<file path="src/hw/rtl/midpoint_circle_generator_assert.svh">
// Assertion macros shared by the circle generator RTL.
`ifndef MIDPOINT_CIRCLE_GENERATOR_ASSERT_SVH
`define MIDPOINT_CIRCLE_GENERATOR_ASSERT_SVH

// Same-cycle implication, sampled on clk, off during reset.
`define MCG_ASSERT_NOW(label, ante, cons, msg) \
    label: assert property (@(posedge clk) disable iff (!rst_n) (ante) |-> (cons)) \
        else $error(msg);

// Next-cycle implication, sampled on clk, off during reset.
`define MCG_ASSERT_NEXT(label, ante, cons, msg) \
    label: assert property (@(posedge clk) disable iff (!rst_n) (ante) |=> (cons)) \
        else $error(msg);

`endif

</file>
<file path="src/hw/rtl/mcg_pkg.sv">
// Shared types and constants of the midpoint circle generator.
package mcg_pkg;

    localparam int COORD_W     = 12;
    localparam int RADIUS_W    = 10;
    localparam int POINT_W     = 14;
    localparam int OFFX_W      = 11;
    localparam int OFFY_W      = 12;
    localparam int DEC_W       = 16;
    localparam int SPAN_W      = 11;
    localparam int CFG_IDX_W   = 1;
    localparam int PHASE_W     = 3;
    localparam int QUEUE_DEPTH = 2;

    typedef enum logic {
        KIND_START = 1'b0,
        KIND_STEP  = 1'b1
    } kind_t;

    localparam logic [CFG_IDX_W-1:0] CFG_CENTER_X = 1'b0;
    localparam logic [CFG_IDX_W-1:0] CFG_CENTER_Y = 1'b1;

    localparam logic [PHASE_W-1:0] PHASE_LAST = 3'd7;

    typedef struct packed {
        logic [COORD_W-1:0] center_x;
        logic [COORD_W-1:0] center_y;
        logic [SPAN_W-1:0]  off_x;
        logic [SPAN_W-1:0]  off_y;
        logic               done;
    } step_t;

    typedef struct packed {
        logic  valid;
        step_t entry;
    } push_t;

    typedef struct packed {
        logic full;
        logic empty;
    } queue_status_t;

endpackage

</file>
<file path="src/hw/rtl/mcg_if.sv">
// Valid/ready channel interfaces for command items and plotted points.
interface mcg_in_if;
    logic                       valid;
    logic                       ready;
    logic                       kind;
    logic [mcg_pkg::RADIUS_W-1:0] radius;

    modport source (output valid, output kind, output radius, input ready);
    modport sink   (input valid, input kind, input radius, output ready);
endinterface

interface mcg_out_if;
    logic                             valid;
    logic                             ready;
    logic signed [mcg_pkg::POINT_W-1:0] point_x;
    logic signed [mcg_pkg::POINT_W-1:0] point_y;
    logic                             step_last;
    logic                             circle_done;

    modport source (output valid, output point_x, output point_y, output step_last,
                    output circle_done, input ready);
    modport sink   (input valid, input point_x, input point_y, input step_last,
                    input circle_done, output ready);
endinterface

</file>
<file path="src/hw/rtl/mcg_front.sv">
// Front end: accepts commands, runs the midpoint decision update, queues steps.
`include "midpoint_circle_generator_assert.svh"

module mcg_front (
    input  logic                          clk,
    input  logic                          rst_n,
    mcg_in_if.sink                        item,
    input  logic [mcg_pkg::COORD_W-1:0]   center_x,
    input  logic [mcg_pkg::COORD_W-1:0]   center_y,
    input  mcg_pkg::queue_status_t        qstat,
    output mcg_pkg::push_t                push
);

    logic        [mcg_pkg::OFFX_W-1:0] off_x_reg, off_x_next;
    logic signed [mcg_pkg::OFFY_W-1:0] off_y_reg, off_y_next;
    logic signed [mcg_pkg::DEC_W-1:0]  dec_reg, dec_next;
    logic                              active_reg, active_next;

    logic                              accept;
    logic                              is_start;
    logic                              can_step;
    logic signed [mcg_pkg::DEC_W-1:0]  x_ext;
    logic signed [mcg_pkg::DEC_W-1:0]  y_ext;
    logic signed [mcg_pkg::DEC_W-1:0]  r_ext;
    logic signed [mcg_pkg::DEC_W-1:0]  dec_step;
    logic        [mcg_pkg::OFFX_W-1:0] new_x;
    logic signed [mcg_pkg::OFFY_W-1:0] new_y;
    logic                              step_done;

    assign item.ready = !qstat.full;
    assign accept     = item.valid && item.ready;
    assign is_start   = (item.kind == mcg_pkg::KIND_START);
    assign can_step   = active_reg && ($signed({1'b0, off_x_reg}) <= off_y_reg);

    assign x_ext = $signed({{(mcg_pkg::DEC_W-mcg_pkg::OFFX_W){1'b0}}, off_x_reg});
    assign y_ext = $signed({{(mcg_pkg::DEC_W-mcg_pkg::OFFY_W){off_y_reg[mcg_pkg::OFFY_W-1]}},
                            off_y_reg});
    assign r_ext = $signed({{(mcg_pkg::DEC_W-mcg_pkg::RADIUS_W){1'b0}}, item.radius});

    // d < 0: d += 4x + 6 ; otherwise d += 4(x - y) + 10 and y steps down
    assign dec_step = dec_reg[mcg_pkg::DEC_W-1]
                    ? dec_reg + (x_ext <<< 2) + 16'sd6
                    : dec_reg + ((x_ext - y_ext) <<< 2) + 16'sd10;
    assign new_y    = dec_reg[mcg_pkg::DEC_W-1] ? off_y_reg : off_y_reg - 12'sd1;
    assign new_x    = off_x_reg + 1'b1;
    assign step_done = (new_y < $signed({1'b0, new_x}));

    always_comb
    begin
        off_x_next  = off_x_reg;
        off_y_next  = off_y_reg;
        dec_next    = dec_reg;
        active_next = active_reg;
        if (accept)
        begin
            if (is_start)
            begin
                off_x_next  = '0;
                off_y_next  = $signed({{(mcg_pkg::OFFY_W-mcg_pkg::RADIUS_W){1'b0}},
                                       item.radius});
                dec_next    = 16'sd3 - (r_ext <<< 1);
                active_next = 1'b1;
            end
            else if (can_step)
            begin
                off_x_next  = new_x;
                off_y_next  = new_y;
                dec_next    = dec_step;
                active_next = !step_done;
            end
            else
            begin
                active_next = 1'b0;
            end
        end
    end

    always_ff @(posedge clk or negedge rst_n)
    begin
        if (!rst_n)
        begin
            off_x_reg  <= '0;
            off_y_reg  <= '0;
            dec_reg    <= '0;
            active_reg <= 1'b0;
        end
        else
        begin
            off_x_reg  <= off_x_next;
            off_y_reg  <= off_y_next;
            dec_reg    <= dec_next;
            active_reg <= active_next;
        end
    end

    assign push.valid          = accept && !is_start && can_step;
    assign push.entry.center_x = center_x;
    assign push.entry.center_y = center_y;
    assign push.entry.off_x    = off_x_reg;
    assign push.entry.off_y    = off_y_reg[mcg_pkg::SPAN_W-1:0];
    assign push.entry.done     = step_done;

    `MCG_ASSERT_NEXT(a_start_arms, accept && is_start, active_reg,
        "start transaction did not arm the circle")

endmodule

</file>
<file path="src/hw/rtl/mcg_queue.sv">
// Small register queue of pending steps between front and back end.
`include "midpoint_circle_generator_assert.svh"

module mcg_queue #(
    parameter int DEPTH = mcg_pkg::QUEUE_DEPTH
) (
    input  logic                   clk,
    input  logic                   rst_n,
    input  mcg_pkg::push_t         push,
    input  logic                   pop,
    output mcg_pkg::step_t         head,
    output mcg_pkg::queue_status_t qstat
);

    localparam int PTR_W = (DEPTH > 1) ? $clog2(DEPTH) : 1;
    localparam int CNT_W = $clog2(DEPTH + 1);

    mcg_pkg::step_t    entries_reg [DEPTH];
    logic [PTR_W-1:0]  wr_ptr_reg, wr_ptr_next;
    logic [PTR_W-1:0]  rd_ptr_reg, rd_ptr_next;
    logic [CNT_W-1:0]  count_reg, count_next;

    assign head        = entries_reg[rd_ptr_reg];
    assign qstat.full  = (count_reg == CNT_W'(DEPTH));
    assign qstat.empty = (count_reg == '0);

    always_comb
    begin
        wr_ptr_next = wr_ptr_reg;
        rd_ptr_next = rd_ptr_reg;
        count_next  = count_reg;
        if (push.valid)
        begin
            wr_ptr_next = (wr_ptr_reg == PTR_W'(DEPTH - 1)) ? '0 : wr_ptr_reg + 1'b1;
        end
        if (pop)
        begin
            rd_ptr_next = (rd_ptr_reg == PTR_W'(DEPTH - 1)) ? '0 : rd_ptr_reg + 1'b1;
        end
        if (push.valid && !pop)
        begin
            count_next = count_reg + 1'b1;
        end
        else if (pop && !push.valid)
        begin
            count_next = count_reg - 1'b1;
        end
    end

    always_ff @(posedge clk or negedge rst_n)
    begin
        if (!rst_n)
        begin
            wr_ptr_reg <= '0;
            rd_ptr_reg <= '0;
            count_reg  <= '0;
        end
        else
        begin
            wr_ptr_reg <= wr_ptr_next;
            rd_ptr_reg <= rd_ptr_next;
            count_reg  <= count_next;
        end
    end

    always_ff @(posedge clk)
    begin
        if (push.valid)
        begin
            entries_reg[wr_ptr_reg] <= push.entry;
        end
    end

    `MCG_ASSERT_NOW(a_no_overflow, push.valid, !qstat.full || pop,
        "step queued while queue full")
    `MCG_ASSERT_NOW(a_no_underflow, pop, !qstat.empty,
        "step retired from empty queue")

endmodule

</file>
<file path="src/hw/rtl/mcg_back.sv">
// Back end: expands one queued step into its eight symmetric points.
`include "midpoint_circle_generator_assert.svh"

module mcg_back (
    input  logic                   clk,
    input  logic                   rst_n,
    input  mcg_pkg::step_t         head,
    input  mcg_pkg::queue_status_t qstat,
    output logic                   pop,
    mcg_out_if.source              point
);

    logic                               valid_reg, valid_next;
    logic        [mcg_pkg::PHASE_W-1:0] phase_reg, phase_next;
    logic signed [mcg_pkg::POINT_W-1:0] px_reg;
    logic signed [mcg_pkg::POINT_W-1:0] py_reg;
    logic                               last_reg;
    logic                               done_reg;

    logic                               load;
    logic                               last_pt;
    logic        [mcg_pkg::SPAN_W-1:0]  a_off;
    logic        [mcg_pkg::SPAN_W-1:0]  b_off;
    logic        [mcg_pkg::POINT_W-1:0] cx_ext;
    logic        [mcg_pkg::POINT_W-1:0] cy_ext;
    logic        [mcg_pkg::POINT_W-1:0] a_ext;
    logic        [mcg_pkg::POINT_W-1:0] b_ext;
    logic        [mcg_pkg::POINT_W-1:0] px;
    logic        [mcg_pkg::POINT_W-1:0] py;

    assign load    = !qstat.empty && (!valid_reg || point.ready);
    assign last_pt = (phase_reg == mcg_pkg::PHASE_LAST);
    assign pop     = load && last_pt;

    // phase bit 0 swaps x/y, bit 1 mirrors in x, bit 2 mirrors in y
    assign a_off  = phase_reg[0] ? head.off_y : head.off_x;
    assign b_off  = phase_reg[0] ? head.off_x : head.off_y;
    assign cx_ext = {{(mcg_pkg::POINT_W-mcg_pkg::COORD_W){1'b0}}, head.center_x};
    assign cy_ext = {{(mcg_pkg::POINT_W-mcg_pkg::COORD_W){1'b0}}, head.center_y};
    assign a_ext  = {{(mcg_pkg::POINT_W-mcg_pkg::SPAN_W){1'b0}}, a_off};
    assign b_ext  = {{(mcg_pkg::POINT_W-mcg_pkg::SPAN_W){1'b0}}, b_off};
    assign px     = phase_reg[1] ? cx_ext - a_ext : cx_ext + a_ext;
    assign py     = phase_reg[2] ? cy_ext - b_ext : cy_ext + b_ext;

    always_comb
    begin
        valid_next = valid_reg;
        phase_next = phase_reg;
        if (load)
        begin
            valid_next = 1'b1;
            phase_next = phase_reg + 1'b1;
        end
        else if (point.ready)
        begin
            valid_next = 1'b0;
        end
    end

    always_ff @(posedge clk or negedge rst_n)
    begin
        if (!rst_n)
        begin
            valid_reg <= 1'b0;
            phase_reg <= '0;
        end
        else
        begin
            valid_reg <= valid_next;
            phase_reg <= phase_next;
        end
    end

    always_ff @(posedge clk)
    begin
        if (load)
        begin
            px_reg   <= $signed(px);
            py_reg   <= $signed(py);
            last_reg <= last_pt;
            done_reg <= last_pt && head.done;
        end
    end

    assign point.valid       = valid_reg;
    assign point.point_x     = px_reg;
    assign point.point_y     = py_reg;
    assign point.step_last   = last_reg;
    assign point.circle_done = done_reg;

    `MCG_ASSERT_NOW(a_done_on_last, valid_reg && done_reg, last_reg,
        "circle_done on a point that is not the last of its step")
    `MCG_ASSERT_NEXT(a_pop_wraps, pop, phase_reg == '0,
        "step retired without phase wrapping to first point")

endmodule

</file>
<file path="src/hw/rtl/midpoint_circle_generator.sv">
// Top level of the midpoint circle generator.
// Usage: write center_x (index 0) and center_y (index 1) while idle, send a start
// transaction (kind 0) with the radius, then one step transaction (kind 1) per octant
// step. Each step yields eight point transactions, one per cycle while the output is
// ready, in fixed symmetric order; the eighth carries step_last, and on the circle's
// final step also circle_done. Steps sent while no circle is active yield nothing.
// Command transactions are taken back to back while the step queue has room;
// sustained throughput is one step per eight points, set by the single-point-per-cycle
// output register of the point expander. An accepted step is written into the step
// queue and then loaded into that output register before its first point appears.
module midpoint_circle_generator #(
    parameter int QUEUE_DEPTH = mcg_pkg::QUEUE_DEPTH
) (
    input  logic                            clk,
    input  logic                            rst_n,
    mcg_in_if.sink                          item,
    mcg_out_if.source                       point,
    input  logic                            cfg_we,
    input  logic [mcg_pkg::CFG_IDX_W-1:0]   cfg_index,
    input  logic [mcg_pkg::COORD_W-1:0]     cfg_data
);

    logic [mcg_pkg::COORD_W-1:0] center_x_reg, center_x_next;
    logic [mcg_pkg::COORD_W-1:0] center_y_reg, center_y_next;

    mcg_pkg::push_t         push;
    mcg_pkg::step_t         head;
    mcg_pkg::queue_status_t qstat;
    logic                   pop;

    always_comb
    begin
        center_x_next = center_x_reg;
        center_y_next = center_y_reg;
        if (cfg_we)
        begin
            unique case (cfg_index)
                mcg_pkg::CFG_CENTER_X: center_x_next = cfg_data;
                mcg_pkg::CFG_CENTER_Y: center_y_next = cfg_data;
                default:               center_x_next = center_x_reg;
            endcase
        end
    end

    always_ff @(posedge clk or negedge rst_n)
    begin
        if (!rst_n)
        begin
            center_x_reg <= '0;
            center_y_reg <= '0;
        end
        else
        begin
            center_x_reg <= center_x_next;
            center_y_reg <= center_y_next;
        end
    end

    mcg_front u_front (
        .clk      (clk),
        .rst_n    (rst_n),
        .item     (item),
        .center_x (center_x_reg),
        .center_y (center_y_reg),
        .qstat    (qstat),
        .push     (push)
    );

    mcg_queue #(
        .DEPTH (QUEUE_DEPTH)
    ) u_queue (
        .clk   (clk),
        .rst_n (rst_n),
        .push  (push),
        .pop   (pop),
        .head  (head),
        .qstat (qstat)
    );

    mcg_back u_back (
        .clk   (clk),
        .rst_n (rst_n),
        .head  (head),
        .qstat (qstat),
        .pop   (pop),
        .point (point)
    );

endmodule
</file>
<file path="src/flat_wrapper.sv">
// flat-port wrapper written by rule: the top's interface ports become plain ports
module midpoint_circle_generator_flat 
#(
    parameter int QUEUE_DEPTH = mcg_pkg::QUEUE_DEPTH
)
  (clk, rst_n, cfg_we, cfg_index, cfg_data, item_valid, item_kind, item_radius, item_ready, point_valid, point_point_x, point_point_y, point_step_last, point_circle_done, point_ready);
  mcg_in_if item_i ();
  mcg_out_if point_i ();
  input  logic clk;
  input  logic rst_n;
  input  logic cfg_we;
  input  logic [mcg_pkg::CFG_IDX_W-1:0] cfg_index;
  input  logic [mcg_pkg::COORD_W-1:0] cfg_data;
  input wire logic [$bits(item_i.valid)-1:0] item_valid;
  input wire logic [$bits(item_i.kind)-1:0] item_kind;
  input wire logic [$bits(item_i.radius)-1:0] item_radius;
  output wire logic [$bits(item_i.ready)-1:0] item_ready;
  output wire logic [$bits(point_i.valid)-1:0] point_valid;
  output wire logic [$bits(point_i.point_x)-1:0] point_point_x;
  output wire logic [$bits(point_i.point_y)-1:0] point_point_y;
  output wire logic [$bits(point_i.step_last)-1:0] point_step_last;
  output wire logic [$bits(point_i.circle_done)-1:0] point_circle_done;
  input wire logic [$bits(point_i.ready)-1:0] point_ready;
  assign item_i.valid = item_valid;
  assign item_i.kind = item_kind;
  assign item_i.radius = item_radius;
  assign item_ready = item_i.ready;
  assign point_valid = point_i.valid;
  assign point_point_x = point_i.point_x;
  assign point_point_y = point_i.point_y;
  assign point_step_last = point_i.step_last;
  assign point_circle_done = point_i.circle_done;
  assign point_i.ready = point_ready;
  midpoint_circle_generator #(.QUEUE_DEPTH(QUEUE_DEPTH)) u_core (.clk(clk), .rst_n(rst_n), .item(item_i), .point(point_i), .cfg_we(cfg_we), .cfg_index(cfg_index), .cfg_data(cfg_data));
endmodule
</file>
<file path="config.mk">
export PLATFORM = sky130hd
export DESIGN_NAME = midpoint_circle_generator_flat
export DESIGN_NICKNAME = d
export VERILOG_FILES = /design/src/hw/rtl/mcg_pkg.sv /design/src/hw/rtl/mcg_if.sv /design/src/hw/rtl/mcg_front.sv /design/src/hw/rtl/mcg_queue.sv /design/src/hw/rtl/mcg_back.sv /design/src/hw/rtl/midpoint_circle_generator.sv /design/src/flat_wrapper.sv
export VERILOG_INCLUDE_DIRS = /design/src /design/src/hw/rtl
export SDC_FILE = /design/constraint.sdc
export NUM_CORES = 1
export LEC_CHECK = 0
export BUFFER_PORTS_ARGS = -buffer_cell sky130_fd_sc_hd__buf_4
export CORE_MARGIN = 5
export CORE_UTILIZATION = 55
export CTS_BUF_LIST = sky130_fd_sc_hd__clkbuf_16
export DETAILED_ROUTE_END_ITERATION = 12
export GPL_ROUTABILITY_DRIVEN = 0
export PLACE_DENSITY_LB_ADDON = 0.15
export SYNTH_ARGS = -nofsm -noshare
export SYNTH_HDL_FRONTEND = slang
export SYNTH_SLANG_ARGS = --single-unit
</file>
<file path="constraint.sdc">
create_clock -name clk -period 6.31 [get_ports clk]
set_input_delay 0.3155 -clock clk [delete_from_list [all_inputs] [get_ports clk]]
set_output_delay 0.3155 -clock clk [all_outputs]
set_load 0.05 [all_outputs]
</file>
==> run summary <==
status = finished, final reports clean
Vias/cell = 5.789
DR iter-0 viols = 391
number of flip-flops in the largest register = 94
CP delay by family, top = compound AO/OA/AOI/OAI gates
H-tree depth = 4
total negative slack = 0 ns
Critical Path Max Stage Delay = 0.68 ns
worst-skew pair later-pin latency = 0.43 ns
die width = 159.0 um
DRT Pass-1 Iters = 4
clk_skew = 0.01296 ns
Final setup viols = 0
global-route wire length before repair = 41750 um
mean area per synthesized cell = 11.17 um^2
Synth area leader = edfxtp_1
Rows = 54
root buffer cell = clkbuf_16
critical path arrival = 4.69 ns
Tmin final = 4.399 ns
Mapped Area = 12200 um^2
gr ovfl total = 0
fmax = 227.3 MHz
RSZ-0062 raised after global routing = no
Final ANT Viol Nets = 0
post-synth net total = 1248
Worst Setup End Kind = register
final count of pins violating max slew = 0
initial antenna violation count = 0
Overall Global Routing Usage = 20.05%
CTS resizes = 0
Max-Cap Viols = 0
Die H = 159.0 um
largest net degree at the start of global routing = 72
Slew HR = 33.09%
Buffers on Ports = 60
Initial Util = 55.92%
CTS tree = done
synth top area cells = edfxtp_1 (31%), dfrtp_1 (15%), ha_1 (12%)
Worst EP required = 6.60 ns
DR WL/cell = 17.55 um
Vias = 8313
commonest non-fill, non-tap cell in the layout = edfxtp_1
synthesized netlist cell count = 1092
Slowest-stage cell, CP = o41ai_1
share of cells above drive strength 1 = 15.74%
Post-synth EDFFs = 124
Die ar. = 25270 um^2
Core Box Area = 21820 um^2
Tcrit/Tclk final = 69.71%
final hold violation count = 0
Syn. warnings = 0
# IOs = 61
CP Launch Type = register
hold buffers post-CTS = 0
Post-synth ARST share = 36.41%
DRC = 0
Netlist cell types = 70
Clock Sinks = 195
clk slew on worst S/H paths = 0.07 ns
crit path kind = register to register
Hold WC Path Type = input pin to async pin
Slew @ Worst Pin = 1.004 ns
diode count = 0
cts bufs inserted = 17
post-synthesis register bit count = 195
share of the synthesized area in the top cell type = 30.51%
WP buf/inv = 1
area delta synth->final = 10.68%
vias in the first global route = 8343
CP Max Fanout = 8
post-DP HPWL = 18830 um
commonest cells after routing, fill and taps aside = edfxtp_1 (124), ha_1 (120), inv_1 (82), o21ai_0 (75), nand2_1 (71)
CP Cell Sequence = inv_1 -> ha_1 -> fa_1 -> nand2b_1 -> a21oi_1 -> a21o_1 -> a21oi_1 -> xnor2_1 -> ha_1 -> ha_1 -> or2_2 -> o41ai_1 -> o311a_1 -> xor2_1 -> mux2i_1 -> a21oi_1 -> o21ai_0
Final nets = 1300
fill count = 1820
postcts setup bufs = 0
sequential share of the synthesized area = 45.07%
Primary FF master, synth = edfxtp_1
Total Wirelength = 25210 um
clk buf depth = 2
==> routing by layer <==
| layer | up-vias | global-route usage [%] | share of wire [%] | routed length (um) |
|---|---|---|---|---|
| li1 | 4093 | - | - | - |
| met1 | 4030 | 25.53 | 44 | 11070 |
| met2 | 151 | 35.50 | 50 | 12630 |
| met3 | 39 | 2.640 | 3.4 | 851 |
| met4 | 0 | 6.592 | 2.6 | 657 |
| met5 | - | 0 | 0 | 0 |
==> final timing paths <==
check	startpoint	endpoint	slack, ns	cells after the start
setup / recovery	u_core.u_front.off_x_reg[0]$_DFFE_PN0P_	u_core.u_front.dec_reg[13]$_DFFE_PN0P_	1.91	17
min in group clk	point_ready	u_core.u_back.point.valid$_DFFE_PN0P_	0.07	2
hold reg to reg	u_core.center_y_reg[11]$_DFFE_PN0P_	u_core.u_queue.entries_reg[1][34]$_DFFE_PP_	0.47	0
setup reg to reg	u_core.u_front.off_x_reg[0]$_DFFE_PN0P_	u_core.u_front.dec_reg[13]$_DFFE_PN0P_	1.91	17
hold / removal	rst_n	u_core.u_front.off_y_reg[0]$_DFFE_PN0P_	0.05	1
max in group asynchronous	rst_n	u_core.u_queue.rd_ptr_reg$_DFFE_PN0P_	5.57	1
==> cells by family (layout without fill, tap and decap cells) <==
| kind of cell | Yosys count | count (layout) | share of synthesized area, % |
|---|---|---|---|
| and+or+nand+nor | 229 | 229 | 9.064 |
| buffers and inverters | 117 | 181 | 3.763 |
| xor gates and xnor gates | 79 | 79 | 5.670 |
| DFF | 195 | 195 | 45.07 |
| AOI/OAI and AO/OA | 259 | 259 | 13.19 |
| adders and majority gates | 127 | 127 | 13.45 |
| muxes | 86 | 86 | 9.792 |
==> final cells by class <==
type	count	area, um^2	area share [%]
clock buffer	17	425.4	3.150
clock inverter	14	141.4	1.047
inverter	82	307.8	2.279
multi-input combinational	780	6270	46.42
sequential	195	5502	40.73
tap	280	350.3	2.594
timing repair buffer	68	510.5	3.780
==> per-stage QoR <==
| stage | area [um^2] | setup WS (ns) | utilization, % | instances | hold slack, ns |
|---|---|---|---|---|---|
| floorplan | 12200 | 1.662 | - | 1092 | 0.01991 |
| global placement | 12940 | 1.976 | 59.29 | 1405 | 0.4419 |
| detailed placement | 12940 | 1.867 | 59.29 | 1405 | 0.4521 |
| CTS | 13510 | 1.861 | 61.89 | 1436 | 0.05820 |
| global route | 13510 | 1.525 | 61.89 | 1436 | 0.06986 |
| finish | 13510 | 1.911 | 61.89 | 1436 | 0.05446 |
==> synthesized netlist by cell type, types with 4 or more instances <==
cell,count
mux2_2,47
dfrtp_1,71
o31ai_1,5
nor2b_1,15
buf_2,4
o21ai_0,75
o21ai_1,5
xor2_1,29
edfxtp_1,124
xnor2_1,50
o21a_1,7
mux2i_1,17
and3_1,5
nor3_1,23
fa_1,7
nand2b_1,12
a221oi_1,4
buf_1,5
nand2_1,71
a31oi_1,11
mux4_2,22
a21o_1,20
nand3_1,15
inv_1,82
nor2_1,60
ha_1,120
a21oi_1,67
o22ai_1,5
a211oi_1,13
clkbuf_1,24
o21bai_1,14
nor3b_1,4
==> worst register-to-register path: cells and delay by family (launching register included) <==
family / cells / cell delay (ns)
mux: 1 / 0.08
flops: 1 / 0.47
simple gates: 2 / 0.50
compound gates: 7 / 1.62
xor+xnor: 2 / 0.30
fa+ha+maj: 4 / 1.16
buf+inv: 1 / 0.12
Power is left out: the tool's default activity adds up to more than one toggle a clock period on the data nets, which glitch-free logic cannot reach.
